`src/lmfs_pkg.sv`:
```
// Package for the LED matrix flash scanner: command codes, queue entry and
// status structs, register indexes and reset constants. No dependencies.
package lmfs_pkg;

   localparam int QUEUE_DEPTH = 4;
   localparam int CSR_INDEX_W = 2;
   localparam int CSR_DATA_W  = 8;
   localparam int REQ_DATA_W  = 16;
   localparam int RSP_DATA_W  = 24;

   localparam logic [7:0] TEST_TICKS_RESET = 8'd10;
   localparam logic [2:0] FLASH_BIT_RESET  = 3'd2;

   localparam logic [CSR_INDEX_W-1:0] REG_TEST_TICKS = 2'd0;
   localparam logic [CSR_INDEX_W-1:0] REG_FLASH_BIT  = 2'd1;

   typedef enum logic [2:0] {
      CMD_SET_LED     = 3'd0,
      CMD_REFRESH     = 3'd1,
      CMD_SLOW        = 3'd2,
      CMD_SHOW_SINGLE = 3'd3,
      CMD_SET_ENABLE  = 3'd4
   } cmd_type;

   // One decoded command as it waits in the queue.
   typedef struct packed {
      cmd_type    kind;
      logic [1:0] row;
      logic [3:0] bit_sel;
      logic [1:0] state;
      logic       enable;
   } op_type;

   typedef struct packed {
      logic full;
      logic empty;
   } queue_status_type;

   typedef struct packed {
      logic pop;
      logic refresh;
   } back_status_type;

endpackage

```
`src/lmfs_front.sv`:
```
// Front end of the LED matrix flash scanner: takes request beats, decodes
// the command and pushes known commands into the queue. Uses lmfs_pkg.
module lmfs_front (
   input  logic                              req_tvalid,
   output logic                              req_tready,
   input  logic [lmfs_pkg::REQ_DATA_W-1:0]   req_tdata,
   input  logic [2:0]                        req_tuser,
   input  lmfs_pkg::queue_status_type        q_status,
   output logic                              push,
   output lmfs_pkg::op_type                  push_op
);
   import lmfs_pkg::*;

   logic known;

   assign req_tready = !q_status.full;

   always_comb begin
      unique case (req_tuser) inside
         CMD_SET_LED, CMD_REFRESH, CMD_SLOW, CMD_SHOW_SINGLE, CMD_SET_ENABLE: known = 1'b1;
         default: known = 1'b0;
      endcase
   end

   // LED index bits 5:4 name the row, bits 3:0 the column within the row.
   always_comb begin
      push_op.kind    = cmd_type'(req_tuser);
      push_op.row     = req_tdata[5:4];
      push_op.bit_sel = req_tdata[3:0];
      push_op.state   = req_tdata[7:6];
      push_op.enable  = req_tdata[8];
   end

   // Unused command codes are taken and dropped here.
   assign push = req_tvalid && req_tready && known;

endmodule

```
`src/lmfs_queue.sv`:
```
// Short FIFO between the front and back of the LED matrix flash scanner.
// Holds decoded commands. Uses lmfs_pkg.
module lmfs_queue #(
   parameter int Depth = lmfs_pkg::QUEUE_DEPTH
) (
   input  logic                        clock,
   input  logic                        reset,
   input  logic                        push,
   input  lmfs_pkg::op_type            push_op,
   input  logic                        pop,
   output lmfs_pkg::op_type            head_op,
   output lmfs_pkg::queue_status_type  status
);
   import lmfs_pkg::*;

   localparam int PtrW = (Depth > 1) ? $clog2(Depth) : 1;
   localparam int CntW = $clog2(Depth + 1);
   localparam logic [PtrW-1:0] LastPtr = PtrW'(Depth - 1);
   localparam logic [CntW-1:0] FullCnt = CntW'(Depth);

   op_type          entry_ff [Depth];
   logic [PtrW-1:0] wr_ptr_ff, wr_ptr_in;
   logic [PtrW-1:0] rd_ptr_ff, rd_ptr_in;
   logic [CntW-1:0] count_ff, count_in;

   assign status.full  = (count_ff == FullCnt);
   assign status.empty = (count_ff == '0);
   assign head_op      = entry_ff[rd_ptr_ff];

   always_comb begin
      wr_ptr_in = wr_ptr_ff;
      rd_ptr_in = rd_ptr_ff;
      count_in  = count_ff;
      if (push) begin
         wr_ptr_in = (wr_ptr_ff == LastPtr) ? '0 : wr_ptr_ff + 1'b1;
      end
      if (pop) begin
         rd_ptr_in = (rd_ptr_ff == LastPtr) ? '0 : rd_ptr_ff + 1'b1;
      end
      if (push && !pop) begin
         count_in = count_ff + 1'b1;
      end else if (pop && !push) begin
         count_in = count_ff - 1'b1;
      end
   end

   always_ff @(posedge clock) begin
      if (reset) begin
         wr_ptr_ff <= '0;
         rd_ptr_ff <= '0;
         count_ff  <= '0;
      end else begin
         wr_ptr_ff <= wr_ptr_in;
         rd_ptr_ff <= rd_ptr_in;
         count_ff  <= count_in;
      end
   end

   always_ff @(posedge clock) begin
      if (push) begin
         entry_ff[wr_ptr_ff] <= push_op;
      end
   end

endmodule

```
`src/lmfs_back.sv`:
```
// Back end of the LED matrix flash scanner: executes queued commands on the
// display planes, counters and registers, and drives the response register.
// Uses lmfs_pkg.
module lmfs_back (
   input  logic                              clock,
   input  logic                              reset,
   input  lmfs_pkg::op_type                  head_op,
   input  lmfs_pkg::queue_status_type        q_status,
   output lmfs_pkg::back_status_type         b_status,
   input  logic                              csr_we,
   input  logic [lmfs_pkg::CSR_INDEX_W-1:0]  csr_index,
   input  logic [lmfs_pkg::CSR_DATA_W-1:0]   csr_wdata,
   output logic                              rsp_tvalid,
   input  logic                              rsp_tready,
   output logic [lmfs_pkg::RSP_DATA_W-1:0]   rsp_tdata
);
   import lmfs_pkg::*;

   // Plane 0 is shown while the flash bit is 0, plane 1 while it is 1.
   logic [15:0] plane_ff [2][4];
   logic [15:0] plane_in [2][4];
   logic [1:0]  scan_row_ff, scan_row_in;
   logic [7:0]  flash_ff, flash_in;
   logic [7:0]  countdown_ff, countdown_in;
   logic        drive_ff, drive_in;
   logic [2:0]  phase_ff, phase_in;
   logic        rsp_valid_ff, rsp_valid_in;
   logic [15:0] word_ff, word_in;
   logic [1:0]  row_ff;
   logic        drv_ff;
   logic        can_load;
   logic        pop;
   logic        is_refresh;
   logic [1:0]  row_next;
   logic        plane_sel;

   assign can_load   = !rsp_valid_ff || rsp_tready;
   assign pop        = !q_status.empty && can_load;
   assign is_refresh = (head_op.kind == CMD_REFRESH);
   assign row_next   = scan_row_ff + 2'd1;
   assign plane_sel  = flash_ff[phase_ff];

   assign b_status.pop     = pop;
   assign b_status.refresh = pop && is_refresh;

   always_comb begin
      plane_in     = plane_ff;
      scan_row_in  = scan_row_ff;
      flash_in     = flash_ff;
      countdown_in = countdown_ff;
      drive_in     = drive_ff;
      phase_in     = phase_ff;
      word_in      = (countdown_ff != 8'd0) ? 16'hFFFF : plane_ff[plane_sel][row_next];

      if (pop) begin
         unique case (head_op.kind)
            CMD_SET_LED: begin
               plane_in[0][head_op.row][head_op.bit_sel] = head_op.state[1];
               plane_in[1][head_op.row][head_op.bit_sel] = head_op.state[0];
            end
            CMD_REFRESH: begin
               scan_row_in = row_next;
            end
            CMD_SLOW: begin
               flash_in = flash_ff + 8'd1;
               if (countdown_ff != 8'd0) begin
                  countdown_in = countdown_ff - 8'd1;
               end
            end
            CMD_SHOW_SINGLE: begin
               for (int p = 0; p < 2; p++) begin
                  for (int r = 0; r < 4; r++) begin
                     plane_in[p][r] = '0;
                  end
               end
               plane_in[0][head_op.row][head_op.bit_sel] = 1'b1;
               plane_in[1][head_op.row][head_op.bit_sel] = 1'b1;
            end
            CMD_SET_ENABLE: begin
               drive_in = head_op.enable;
            end
            default: begin
            end
         endcase
      end

      // The user must make writes only while the block is idle; the block itself
      // does not enforce this. A new test length restarts the all-on test.
      if (csr_we) begin
         unique case (csr_index)
            REG_TEST_TICKS: begin
               countdown_in = csr_wdata;
            end
            REG_FLASH_BIT: begin
               phase_in = csr_wdata[2:0];
            end
            default: begin
            end
         endcase
      end

      if (pop && is_refresh) begin
         rsp_valid_in = 1'b1;
      end else if (rsp_tready) begin
         rsp_valid_in = 1'b0;
      end else begin
         rsp_valid_in = rsp_valid_ff;
      end
   end

   always_ff @(posedge clock) begin
      if (reset) begin
         for (int p = 0; p < 2; p++) begin
            for (int r = 0; r < 4; r++) begin
               plane_ff[p][r] <= '0;
            end
         end
         scan_row_ff  <= '0;
         flash_ff     <= '0;
         countdown_ff <= TEST_TICKS_RESET;
         drive_ff     <= 1'b1;
         phase_ff     <= FLASH_BIT_RESET;
         rsp_valid_ff <= 1'b0;
      end else begin
         plane_ff     <= plane_in;
         scan_row_ff  <= scan_row_in;
         flash_ff     <= flash_in;
         countdown_ff <= countdown_in;
         drive_ff     <= drive_in;
         phase_ff     <= phase_in;
         rsp_valid_ff <= rsp_valid_in;
      end
   end

   always_ff @(posedge clock) begin
      if (pop && is_refresh) begin
         word_ff <= word_in;
         row_ff  <= row_next;
         drv_ff  <= drive_ff;
      end
   end

   assign rsp_tvalid = rsp_valid_ff;
   assign rsp_tdata  = {5'b0, drv_ff, row_ff, word_ff};

endmodule

```
`src/led_matrix_flash_scanner_top.sv`:
```
// Top level of the LED matrix flash scanner: ties front end, command queue
// and back end together. Uses lmfs_pkg, lmfs_front, lmfs_queue, lmfs_back.
//
// Commands arrive as request beats: req_tuser carries the command code
// (set LED, refresh tick, slow tick, show single, set enable), req_tdata the
// LED index, LED state and enable value. Only a refresh tick produces a
// response beat, which carries the 16-bit column word for the row now being
// driven, the row number and the row drive enable. Every other command
// updates state and returns nothing. A refresh tick is written into the queue,
// executed from the queue head, and its response is registered in the
// response register that drives rsp_tvalid. The front takes one beat per
// cycle while the queue is not full; the back end executes one command per
// cycle from the queue head while the response register is not stalled.
// When the receiver stalls, the response register holds its beat and the
// back end stops; the queue absorbs up to QueueDepth further beats before
// req_tready drops. Reset (synchronous, active high) clears the planes and
// counters, sets drive enable and restarts the all-on start-up test of ten
// slow ticks. The csr port may be written only while the block is idle;
// writing the test length restarts the test.
module led_matrix_flash_scanner_top #(
   parameter int QueueDepth = lmfs_pkg::QUEUE_DEPTH
) (
   input  logic                              clock,
   input  logic                              reset,
   // req_tdata, from bit 0: led_index[5:0], led_state[7:6], enable_value[8],
   // zero fill above.
   input  logic                              req_tvalid,
   output logic                              req_tready,
   input  logic [lmfs_pkg::REQ_DATA_W-1:0]   req_tdata,
   // req_tuser: command[2:0].
   input  logic [2:0]                        req_tuser,
   // rsp_tdata, from bit 0: column_word[15:0], row_select[17:16],
   // row_drive_on[18], zero fill above.
   output logic                              rsp_tvalid,
   input  logic                              rsp_tready,
   output logic [lmfs_pkg::RSP_DATA_W-1:0]   rsp_tdata,
   input  logic                              csr_we,
   input  logic [lmfs_pkg::CSR_INDEX_W-1:0]  csr_index,
   input  logic [lmfs_pkg::CSR_DATA_W-1:0]   csr_wdata
);
   import lmfs_pkg::*;

   queue_status_type q_status;
   back_status_type  b_status;
   op_type           push_op;
   op_type           head_op;
   logic             push;

   lmfs_front u_front (
      .req_tvalid (req_tvalid),
      .req_tready (req_tready),
      .req_tdata  (req_tdata),
      .req_tuser  (req_tuser),
      .q_status   (q_status),
      .push       (push),
      .push_op    (push_op)
   );

   lmfs_queue #(
      .Depth (QueueDepth)
   ) u_queue (
      .clock   (clock),
      .reset   (reset),
      .push    (push),
      .push_op (push_op),
      .pop     (b_status.pop),
      .head_op (head_op),
      .status  (q_status)
   );

   lmfs_back u_back (
      .clock      (clock),
      .reset      (reset),
      .head_op    (head_op),
      .q_status   (q_status),
      .b_status   (b_status),
      .csr_we     (csr_we),
      .csr_index  (csr_index),
      .csr_wdata  (csr_wdata),
      .rsp_tvalid (rsp_tvalid),
      .rsp_tready (rsp_tready),
      .rsp_tdata  (rsp_tdata)
   );

   // The queue is never full and empty at once.
   a_queue_sane: assert property (@(posedge clock) disable iff (reset)
      !(q_status.full && q_status.empty))
      else $error("queue reports full and empty together");

   // The back end only pops from a non-empty queue.
   a_pop_nonempty: assert property (@(posedge clock) disable iff (reset)
      b_status.pop |-> !q_status.empty)
      else $error("pop from empty queue");

   // An executed refresh tick shows up as a response beat next cycle.
   a_refresh_resp: assert property (@(posedge clock) disable iff (reset)
      b_status.refresh |=> rsp_tvalid)
      else $error("refresh executed without response");

   // Nothing is executed while a response beat is stalled.
   a_stall_hold: assert property (@(posedge clock) disable iff (reset)
      (rsp_tvalid && !rsp_tready) |-> !b_status.pop)
      else $error("command executed while response stalled");

endmodule
```
`config.mk`:
```
export PLATFORM = sky130hd
export DESIGN_NAME = led_matrix_flash_scanner_top
export DESIGN_NICKNAME = d
export VERILOG_FILES = /design/src/lmfs_pkg.sv /design/src/lmfs_front.sv /design/src/lmfs_queue.sv /design/src/lmfs_back.sv /design/src/led_matrix_flash_scanner_top.sv
export SDC_FILE = /design/constraint.sdc
export NUM_CORES = 1
export LEC_CHECK = 0
export BUFFER_PORTS_ARGS = -buffer_cell sky130_fd_sc_hd__buf_2
export CAP_MARGIN = 10
export CORE_UTILIZATION = 60
export DETAILED_ROUTE_END_ITERATION = 12
export PLACE_DENSITY = 0.79
export SKIP_LAST_GASP = 1
export SYNTH_ARGS = -nofsm -noshare
export SYNTH_HDL_FRONTEND = slang
export SYNTH_SLANG_ARGS = --single-unit
```
`constraint.sdc`:
```
create_clock -name clock -period 3.5 [get_ports clock]
set_input_delay 0.35 -clock clock [delete_from_list [all_inputs] [get_ports clock]]
set_output_delay 0.35 -clock clock [all_outputs]
set_load 0.02 [all_outputs]
```
==> results.sh, run 1 <==
export IMPL_timing_hold_ws_ps=63.7
export IMPL_die_h_um=134
export IMPL_number_of_antenna_repair_diodes=0
export IMPL_ys_top_cells_by_area="dfxtp_1 31%, edfxtp_1 19%, o22ai_1 7.7%"
export IMPL_worst_slew_pin_transition_ps=785
export IMPL_run_status="finished clean"
export IMPL_buffer_ports_inserted=47
export IMPL_num_vias=7766
export IMPL_grt_pass1_vias=7416
export IMPL_hold_path_class="input pin to flop"
export IMPL_initial_utilization_pct=62.0
export IMPL_drv_slew=0
export IMPL_wl_um=23600
export IMPL_placeable_core_region_mm2=0.0168
export IMPL_synth_area_leader_cell="dfxtp_1"
export IMPL_max_vdd_ir_drop_mv=0.710
export IMPL_static_leakage_power_uw=0.00384
export IMPL_drt_pass1_iter_count=5
export IMPL_synth_async_sr_flop_share_pct=0
export IMPL_synthCells=1017
export IMPL_max_clk_rate_ghz=0.363
export IMPL_tritoncts="yes"
export IMPL_drt_vias_per_instance=6.05
export IMPL_clockBufferDepth=3
export IMPL_timing_final_crit_period_ps=2750
export IMPL_placement_rows=47
export IMPL_post_cts_repair_setup_buffers=0
export IMPL_setup_worst_path_start_class="flop"
export IMPL_worst_endpoint_arrival_ps=3140
export IMPL_timing_max_slew_rel_slack_pct=47.5
export IMPL_postSynth_topFlopCell="dfxtp_1"
export IMPL_finalCritPeriodShare_pct=78.6
export IMPL_layout_commonest_cell="dfxtp_1"
export IMPL_die_width_um=134
export IMPL_yosys_warnings=0
export IMPL_pwr_per_cell_area_mw_per_mm2=679
export IMPL_grt_start_max_net_pins=73
export IMPL_synth_ff_latch_count=227
export IMPL_grt_pass1_wl_um=37800
export IMPL_ant_nets=0
export IMPL_worstSetupPathType="flop to flop"
export IMPL_final_setup_tns_ps=0
export IMPL_routed_wire_length_per_instance_um=18.4
export IMPL_timing_clock_skew_ps=18.9
export IMPL_max_cap_violations=0
export IMPL_clock_insertion_delay_worst_skew_ps=510
export IMPL_end_kind="flop"
export IMPL_final_nets=1089
export IMPL_cp_required_ps=3880
export IMPL_synth_avg_cell_area_um2=10.2
export IMPL_cts_inserted_buffers=24
export IMPL_synth_edf_count=67
export IMPL_finalHoldViolations=0
export IMPL_layout_area_overhead_vs_synth_pct=10.5
export IMPL_place_congestion=0.818
export IMPL_antenna_found_initial=0
export IMPL_grt_usage_pct=26.9
export IMPL_route_detailed_drc=0
export IMPL_drive_gt1_share_pct=19.9
export IMPL_number_of_inserted_filler_cells_in_the_final_layout=1269
export IMPL_count_of_h_tree_levels_built_during_cts=1
export IMPL_hpwlAfterDp_um=14400
export IMPL_postLayoutSetupSlackWorst_ps=747
export IMPL_boundaryPins=60
export IMPL_post_cts_resize_count=0
export IMPL_timing_final_setup_violations=0
export IMPL_fp_dieArea_mm2=0.0178
export IMPL_path_clk_slew_ps=60
export IMPL_initialDrtViolationCount=567
export IMPL_mostFrequentLayoutCells="160 x dfxtp_1, 141 x inv_1, 128 x o22ai_1, 95 x nand2_1, 67 x edfxtp_1"
export IMPL_place_ws_ps=738
export IMPL_yosys_cell_types_count=61
export IMPL_mappedNetlistArea_mm2=0.0104
export IMPL_grt_setup_unrepaired="no"
export IMPL_utilization_pct=68.5
export IMPL_count_of_hold_buffers_inserted_by_post_cts_repair=0
export IMPL_global_route_overflow_total=0
export IMPL_clk_root_buffer_cell="clkbuf_16"
export IMPL_synth_yosys_seq_area_share_pct=50.2
export IMPL_yosysTopAreaCellShare_pct=30.8
export IMPL_cts_sinks=227
export IMPL_worstPathMaxFanout=64
report_power, final:
| group | switching [µW] | internal [µW] |
|---|---|---|
| combinational | 1710 | 786 |
| sequential | 74.8 | 2860 |
| clock | 983 | 1380 |
final cells by class:
type | count | area (µm²) | area share, %
flip-flops and latches | 227 | 5220 | 45.5
multi-input cells | 582 | 4290 | 37.4
clock buffers | 41 | 716 | 6.24
inverters | 142 | 533 | 4.65
repair buffers | 68 | 430 | 3.75
well taps | 220 | 275 | 2.40
clock inverters | 3 | 13.8 | 0.120
cell usage after synthesis (3+ instances only):
cell type and count:
nand4_1 7, buf_6 9, o221ai_1 9, dfxtp_1 160, xor2_1 5, ha_1 9, nand4_4 4, buf_2 26
inv_1 141, o22ai_1 128, a21oi_2 60, and4b_1 4, nor4b_1 4, buf_4 7, nor3_1 6, nor4bb_1 6
nor4_1 6, a21oi_1 24, mux2i_1 42, edfxtp_1 67, buf_1 4, mux4_2 21, a211oi_1 4, o221a_2 14
nand2_1 95, clkbuf_1 24, and2_1 8, nor2b_1 9, o21ai_0 12, xnor2_1 7, nand3_1 4, nor2_1 51
nand2b_1 3, or4_1 3
metrics by stage:
step           std cells  instance area [µm²]  total power, µW
6_report            1283                11500             7790
3_3_place_gp        1239                10700             5400
3_5_place_dp        1239                10700             5430
4_1_cts             1283                11500             7780
2_1_floorplan       1021                10400             4870
5_1_grt             1283                11500             8110
metal layers:
| metal | part of all wire, % | vias to the layer above | GRT usage [%] |
|---|---|---|---|
| met5 | 0 | - | 0 |
| met4 | 2.5 | 0 | 9.15 |
| met3 | 6.2 | 49 | 3.77 |
| met2 | 48 | 284 | 45.6 |
| met1 | 43 | 3752 | 35.3 |
| li1 | - | 3681 | - |
worst max-delay path, stage by stage (launching register included):
cell,delay [ps]
dfxtp_1,310
buf_4,250
mux4_2,610
or3_1,440
o31a_2,400
buf_12,210
a21oi_1,250
o22ai_1,120
flip-flops by register name, indices dropped and copies added, names as in the netlist, 3 cells and up, named ones only:
| name | cells |
|---|---|
| u_back.plane_ff | 128 |
| u_queue.entry_ff | 48 |
| u_back.word_ff | 16 |
| u_back.countdown_ff | 8 |
| u_back.flash_ff | 8 |
| u_back.phase_ff | 3 |
| u_queue.count_ff | 3 |
logic make-up (layout without fill, tap and decap cells):
group | count (synthesis) | in the layout | share of synthesized area [%]
and+or+nand+nor | 226 | 226 | 11.4
AOI/OAI and AO/OA | 264 | 264 | 18.2
muxes | 65 | 65 | 9.00
adders and majority gates | 10 | 10 | 1.28
xor gates and xnor gates | 12 | 12 | 1.01
buffers and inverters | 212 | 254 | 8.88
DFF | 227 | 227 | 50.2
other | 1 | 5 | 0.0361
final timing paths:
kind | startpoint | to | slack (ps) | depth (start not counted)
setup / recovery | flop | u_back.plane_ff[2]$_SDFFE_PP0P_ | 750 | 7
hold / removal | req_tdata[8] | u_queue.entry_ff[3][0]$_DFFE_PP_ | 60 | 1
setup reg to reg | flop | u_back.plane_ff[2]$_SDFFE_PP0P_ | 750 | 7
hold reg to reg | u_back.plane_ff[3]$_SDFFE_PP0P_ | u_back.plane_ff[3]$_SDFFE_PP0P_ | 450 | 2
Power figures use the tool's default switching activity.
==> inputs of run 2 (changes only) <==
Settings changed: ABC_AREA set to 1, PLACE_DENSITY 0.79 to 0.78.
Clock period 3.5 ns to 2.8 ns, I/O delays scaled along.
==> results.sh, run 2 <==
export IMPL_run_status="finished clean"
export IMPL_synthCells=1669
export IMPL_max_clk_rate_ghz=0.400
export IMPL_cts_inserted_buffers=25
export IMPL_cp_required_ps=3180
export IMPL_grt_start_max_net_pins=139
export IMPL_ant_nets=0
export IMPL_number_of_antenna_repair_diodes=0
export IMPL_placeable_core_region_mm2=0.0190
export IMPL_fp_dieArea_mm2=0.0203
export IMPL_cp_slowest_cell="a21oi_4"
export IMPL_clockBufferDepth=3
export IMPL_finalHoldViolations=0
export IMPL_max_vdd_ir_drop_mv=0.624
export IMPL_die_h_um=142
export IMPL_yosysTopAreaCellShare_pct=27.1
export IMPL_r2r_end="u_back.plane_ff[60]$_SDFFE_PP0P_"
export IMPL_buffer_ports_inserted=47
export IMPL_layout_top_registers="u_back.plane_ff (128), u_queue.entry_ff (48), u_back.word_ff (16)"
export IMPL_clk_root_buffer_cell="clkbuf_16"
export IMPL_utilization_pct=70.2
export IMPL_setup_worst_path_start_class="flop"
export IMPL_synth_yosys_seq_area_share_pct=44.1
export IMPL_global_route_overflow_total=0
export IMPL_hold_path_class="input pin to flop"
export IMPL_wl_um=29300
export IMPL_drt_pass1_iter_count=5
export IMPL_postSynth_topFlopCell="dfxtp_1"
export IMPL_clock_insertion_delay_worst_skew_ps=520
export IMPL_number_of_inserted_filler_cells_in_the_final_layout=1602
export IMPL_hold_path_end="u_back.phase_ff[2]$_SDFFE_PP0P_"
export IMPL_mostFrequentLayoutCells="529 x nand2_1, 245 x nand3_1, 160 x dfxtp_1, 154 x a21oi_1, 143 x inv_1"
export IMPL_final_nets=1740
export IMPL_initialDrtViolationCount=994
export IMPL_worstRegToRegCells=10
export IMPL_count_of_h_tree_levels_built_during_cts=1
export IMPL_synth_most_common_cell="nand2_1"
export IMPL_cts_sinks=227
export IMPL_end_kind="flop"
export IMPL_worstSetupPathType="flop to flop"
export IMPL_synth_avg_cell_area_um2=7.09
export IMPL_finalCritPeriodShare_pct=89.2
export IMPL_crit_path_max_incr_delay_ps=550
export IMPL_grt_setup_unrepaired="no"
export IMPL_critical_path_cell_chain="inv_4 > nand2_1 > nand3_1 > nand2_1 > nand3_2 > a21oi_4 > buf_12 > nand2_1 > nand2_1 > a21oi_1"
export IMPL_yosys_cell_types_count=37
export IMPL_crit_path_frequent_cell="nand2_1"
export IMPL_synthTopCellsByCount="531 x nand2_1, 247 x nand3_1, 160 x dfxtp_1, 154 x a21oi_1, 143 x inv_1"
export IMPL_place_congestion=0.821
export IMPL_num_vias=10926
export IMPL_hold_depth=3
export IMPL_drive_gt1_share_pct=8.98
export IMPL_max_cap_violations=0
export IMPL_final_setup_tns_ps=0
export IMPL_path_buf_inv=2
export IMPL_hpwlAfterDp_um=18000
export IMPL_ys_top_cells_by_area="dfxtp_1 27%, edfxtp_1 17%, nand2_1 17%"
export IMPL_route_detailed_drc=0
export IMPL_synth_async_sr_flop_share_pct=0
export IMPL_pwr_per_cell_area_mw_per_mm2=897
export IMPL_worstPathMaxFanout=30
export IMPL_path_clk_slew_ps=60
export IMPL_gr_usage_met2_pct=51.2
export IMPL_worst_endpoint_arrival_ps=2870
export IMPL_synth_edf_count=67
export IMPL_grt_util_met1_pct=38.6
export IMPL_post_cts_repair_setup_buffers=0
export IMPL_synth_ff_latch_count=227
export IMPL_layout_commonest_cell="nand2_1"
export IMPL_boundaryPins=60
export IMPL_yosys_warnings=0
export IMPL_worst_slew_pin_transition_ps=683
export IMPL_placement_rows=50
export IMPL_largest_register_ffs=128
export IMPL_timing_clock_skew_ps=9.48
export IMPL_drv_slew=0
export IMPL_static_leakage_power_uw=0.00570
export IMPL_synth_area_leader_cell="dfxtp_1"
export IMPL_timing_max_slew_rel_slack_pct=54.4
export IMPL_die_width_um=142
export IMPL_timing_final_crit_period_ps=2500
export IMPL_reg2reg_slack_ps=300
export IMPL_grt_pass1_wl_um=48700
export IMPL_layout_area_overhead_vs_synth_pct=12.9
export IMPL_tritoncts="yes"
export IMPL_routed_wire_length_per_instance_um=14.8
export IMPL_timing_final_setup_violations=0
export IMPL_startpoint_of_the_worst_hold_path="csr_wdata[2]"
export IMPL_grt_busiest_layer="met2"
export IMPL_antenna_found_initial=0
export IMPL_crit_family="simple AND/OR/NAND/NOR gates"
export IMPL_drt_vias_per_instance=5.53
export IMPL_mappedNetlistArea_mm2=0.0118
export IMPL_initial_utilization_pct=62.2
export IMPL_grt_pass1_vias=10092
export IMPL_grt_met3_usage_pct=3.67
export IMPL_reg_with_most_ffs="u_back.plane_ff"
export IMPL_totalPowerFinal_uw=12000
export IMPL_grt_usage_pct=29.9
run 2: cell types whose count changed in the layout (fill, tap and decap cells not counted), sizes merged, moves of 21 or more:
cell and delta:
a21oi +72, mux4 -22, nand3b +47, nand3 +245, mux2i -42, o21ai +27
buf +21, nand2 +437, nor2 +47, o22ai -127
run 2: what timing repair did:
action / CTS / global route
hold buffers: 15 / 0
endpoints found under the hold margin: 52 / 0
resized for setup: 0 / 0
run 2: worst max path at each step:
| stage | start | endpoint | slack (ps) | cells after the start |
|---|---|---|---|---|
| 2_1_floorplan | u_queue.count_ff[0]$_SDFFE_PP0P_ | u_queue.count_ff[2]$_SDFFE_PP0P_ | 800 | 12 |
| 3_3_place_gp | flop | u_back.plane_ff[72]$_SDFFE_PP0P_ | 430 | 9 |
| 3_5_place_dp | flop | u_back.plane_ff[38]$_SDFFE_PP0P_ | 330 | 10 |
| 4_1_cts | flop | u_back.plane_ff[60]$_SDFFE_PP0P_ | 290 | 10 |
| 5_1_grt | flop | u_back.plane_ff[60]$_SDFFE_PP0P_ | 130 | 10 |
| 6_report | flop | u_back.plane_ff[60]$_SDFFE_PP0P_ | 300 | 10 |
run 2: area by class of cell:
cell class	instances	area [µm²]	area share, %
multi-input cells	1172	5400	40.4
flip-flops and latches	227	5220	39.0
repair buffers	104	841	6.29
clock buffers	29	671	5.02
inverters	166	628	4.70
well taps	260	325	2.44
clock inverters	16	275	2.06
run 2: cell families (layout without fill, tap and decap cells):
family                   after synthesis  count (layout)  share of synthesized area, %
AND/OR/NAND/NOR                      945             945                          34.8
buffers and inverters                274             315                          10.6
flip-flops                           227             227                          44.1
AO/OA/AOI/OAI                        206             206                          8.97
adder cells (fa/ha/maj)               10              10                          1.12
XOR/XNOR                               6               6                         0.444
other                                  1               5                        0.0317
run 2: worst reg2reg max path, cell delays in order (launching register included):
cell     delay (ps)
dfxtp_1         500
inv_4           180
nand2_1         110
nand3_1          80
nand2_1         220
nand3_2         200
a21oi_4         550
buf_12          260
nand2_1         100
nand2_1          90
a21oi_1          70
run 2: layer usage:
metal / vias up / routed length [µm]
met5: - / 0
met4: 0 / 981
li1: 5450 / -
met2: 443 / 13800
met1: 4958 / 12400
met3: 75 / 2060
run 2: where the power goes:
part / leakage (µW) / total, µW / switching [µW] / internal [µW]
clock: 0.000467 / 3720 / 1350 / 2370
combinational: 0.00337 / 4530 / 3260 / 1270
sequential: 0.00185 / 3730 / 144 / 3580
total: 0.00570 / 12000 / 4750 / 7230
run 2: stage by stage:
step | setup slack (ps) | cells | hold WS, ps | cell area, µm²
after CTS | 289 | 1974 | 2.86 | 13400
after global placement | 429 | 1914 | 414 | 12300
after floorplan | 802 | 1673 | 379 | 11800
final | 303 | 1974 | 26.4 | 13400
after detailed placement | 333 | 1914 | 420 | 12300
after global routing | 128 | 1974 | 44.0 | 13400
==> inputs of run 3 (changes only) <==
Settings changed: CELL_PAD_IN_SITES_DETAIL_PLACEMENT set to 0, CELL_PAD_IN_SITES_GLOBAL_PLACEMENT set to 1, CORE_UTILIZATION 60 to 45, PLACE_DENSITY 0.78 to 0.83.
Clock period 2.8 ns to 2.55 ns, I/O delays scaled along.
==> results.sh, run 3 (synthesized netlist as in run 2, its figures left out) <==
export IMPL_timing_clock_skew_ps=18.0
export IMPL_cp_required_ps=2710
export IMPL_routed_wire_length_per_instance_um=15.3
export IMPL_final_setup_tns_ps=0
export IMPL_drive_gt1_share_pct=9.31
export IMPL_final_nets=1754
export IMPL_stdcell_count=2060
export IMPL_setup_worst_path_start_class="flop"
export IMPL_timing_final_crit_period_ps=2340
export IMPL_grt_usage_pct=24.3
export IMPL_number_of_antenna_repair_diodes=0
export IMPL_worstSetupPathType="flop to flop"
export IMPL_max_clk_rate_ghz=0.428
export IMPL_largest_register_ffs=128
export IMPL_worst_endpoint_arrival_ps=2490
export IMPL_boundaryPins=60
export IMPL_post_cts_resize_count=0
export IMPL_path_clk_slew_ps=60
export IMPL_timing_final_setup_violations=0
export IMPL_pwr_per_cell_area_mw_per_mm2=984
export IMPL_initialDrtViolationCount=815
export IMPL_layout_commonest_cell="nand2_1"
export IMPL_global_route_overflow_total=0
export IMPL_postLayoutSetupSlackWorst_ps=212
export IMPL_cp_slowest_cell="inv_1"
export IMPL_hold_depth=4
export IMPL_place_congestion=0.795
export IMPL_place_ws_ps=231
export IMPL_hold_path_class="input pin to flop"
export IMPL_static_leakage_power_uw=0.00576
export IMPL_initial_utilization_pct=46.4
export IMPL_finalHoldViolations=0
export IMPL_numPlacedInstances=1992
export IMPL_wl_um=31500
export IMPL_placement_rows=58
export IMPL_reg_with_most_ffs="u_back.plane_ff"
export IMPL_critical_path_cell_chain="inv_4 > nand2_1 > nand3_1 > nand2_1 > nand4_1 > inv_1"
export IMPL_number_of_inserted_filler_cells_in_the_final_layout=2526
export IMPL_clockBufferDepth=3
export IMPL_count_of_h_tree_levels_built_during_cts=1
export IMPL_grt_pass1_vias=10164
export IMPL_clock_insertion_delay_worst_skew_ps=540
export IMPL_worstPathMaxFanout=26
export IMPL_grt_pass1_wl_um=51600
export IMPL_worstRegToRegCells=6
export IMPL_layout_top_registers="u_back.plane_ff (128), u_queue.entry_ff (48), u_back.word_ff (16)"
export IMPL_drt_pass1_iter_count=6
export IMPL_num_vias=10727
export IMPL_die_h_um=164
export IMPL_tritoncts="yes"
export IMPL_reg2reg_slack_ps=210
export IMPL_antenna_found_initial=0
export IMPL_r2r_end="u_back.word_ff[8]$_SDFFCE_PN1P_"
export IMPL_placeable_core_region_mm2=0.0255
export IMPL_max_vdd_ir_drop_mv=0.774
export IMPL_drv_slew=0
export IMPL_drt_vias_per_instance=5.21
export IMPL_grt_start_max_net_pins=139
export IMPL_hold_path_end="u_back.rsp_tvalid$_SDFFE_PP0P_"
export IMPL_clk_root_buffer_cell="clkbuf_16"
export IMPL_die_width_um=164
export IMPL_run_status="finished clean"
export IMPL_max_cap_violations=0
export IMPL_mostFrequentLayoutCells="529 x nand2_1, 245 x nand3_1, 160 x dfxtp_1, 154 x a21oi_1, 143 x inv_1"
export IMPL_cts_sinks=227
export IMPL_buffer_ports_inserted=47
export IMPL_crit_path_max_incr_delay_ps=780
export IMPL_end_kind="flop"
export IMPL_crit_path_frequent_cell="nand2_1"
export IMPL_ant_nets=0
export IMPL_timing_max_slew_rel_slack_pct=32.2
export IMPL_startpoint_of_the_worst_hold_path="rsp_tready"
export IMPL_hpwlAfterDp_um=18800
export IMPL_route_detailed_drc=0
export IMPL_finalCritPeriodShare_pct=91.7
export IMPL_cts_inserted_buffers=26
export IMPL_layout_area_overhead_vs_synth_pct=14.8
export IMPL_grt_setup_unrepaired="no"
export IMPL_worst_slew_pin_transition_ps=1020
export IMPL_fp_dieArea_mm2=0.0269
export IMPL_utilization_pct=53.3
==> run 3: where the power goes <==
| group | switching (µW) | leakage [µW] | internal, µW |
|---|---|---|---|
| registers | 130 | 0.00185 | 3940 |
| clock network | 1550 | 0.000466 | 2670 |
| logic | 3690 | 0.00344 | 1380 |
==> run 3: worst max path at each step <==
| stage | from | endpoint | cells after the start |
|---|---|---|---|
| floorplan | u_queue.count_ff[0]$_SDFFE_PP0P_ | u_queue.count_ff[2]$_SDFFE_PP0P_ | 12 |
| global placement | flop | u_back.word_ff[14]$_SDFFCE_PN1P_ | 6 |
| detailed placement | flop | u_back.word_ff[9]$_SDFFCE_PN1P_ | 6 |
| CTS | flop | u_back.word_ff[10]$_SDFFCE_PN1P_ | 6 |
| global route | u_back.phase_ff[0]$_SDFFE_PP0P_ | u_back.word_ff[5]$_SDFFCE_PN1P_ | 9 |
| finish | flop | u_back.word_ff[8]$_SDFFCE_PN1P_ | 6 |
==> run 3: what timing repair did <==
item                      4_1_cts  5_1_grt
hold endpoints to repair       56        0
setup buffers                   0        0
hold buffers                   20        0
==> run 3: stage by stage <==
stage	area (µm²)	power [µW]	hold slack, ps
after floorplan	11800	7660	354
after global placement	12400	9140	428
after detailed placement	12400	9190	419
after CTS	13600	13500	22.8
after global routing	13600	14100	67.7
final	13600	13400	45.7
==> run 3: cell type report <==
cell class / instances / area (µm²) / share of cell area [%]
Tap cell: 330 / 413 / 3.04
Multi-Input combinational cell: 1172 / 5400 / 39.8
Clock inverter: 16 / 269 / 1.98
Clock buffer: 32 / 704 / 5.19
Timing Repair Buffer: 117 / 951 / 7.00
Inverter: 166 / 628 / 4.62
Sequential cell: 227 / 5220 / 38.4
==> run 3: critical path, delay by kind of cell (launching register included) <==
family                 cells  cell delay [ps]
DFF                        1              440
buffers and inverters      2              940
and+or+nand+nor            4              580
==> run 3: metal layers <==
metal  global-route usage (%)  up-vias  routed length [µm]  share of wire [%]
met5                        0        -                   0                  0
met3                     2.42       48                1580                5.0
li1                         -     5462                   -                  -
met1                     32.6     4945               14500                 46
met4                     7.03        0                 712                2.3
met2                     41.4      272               14800                 47
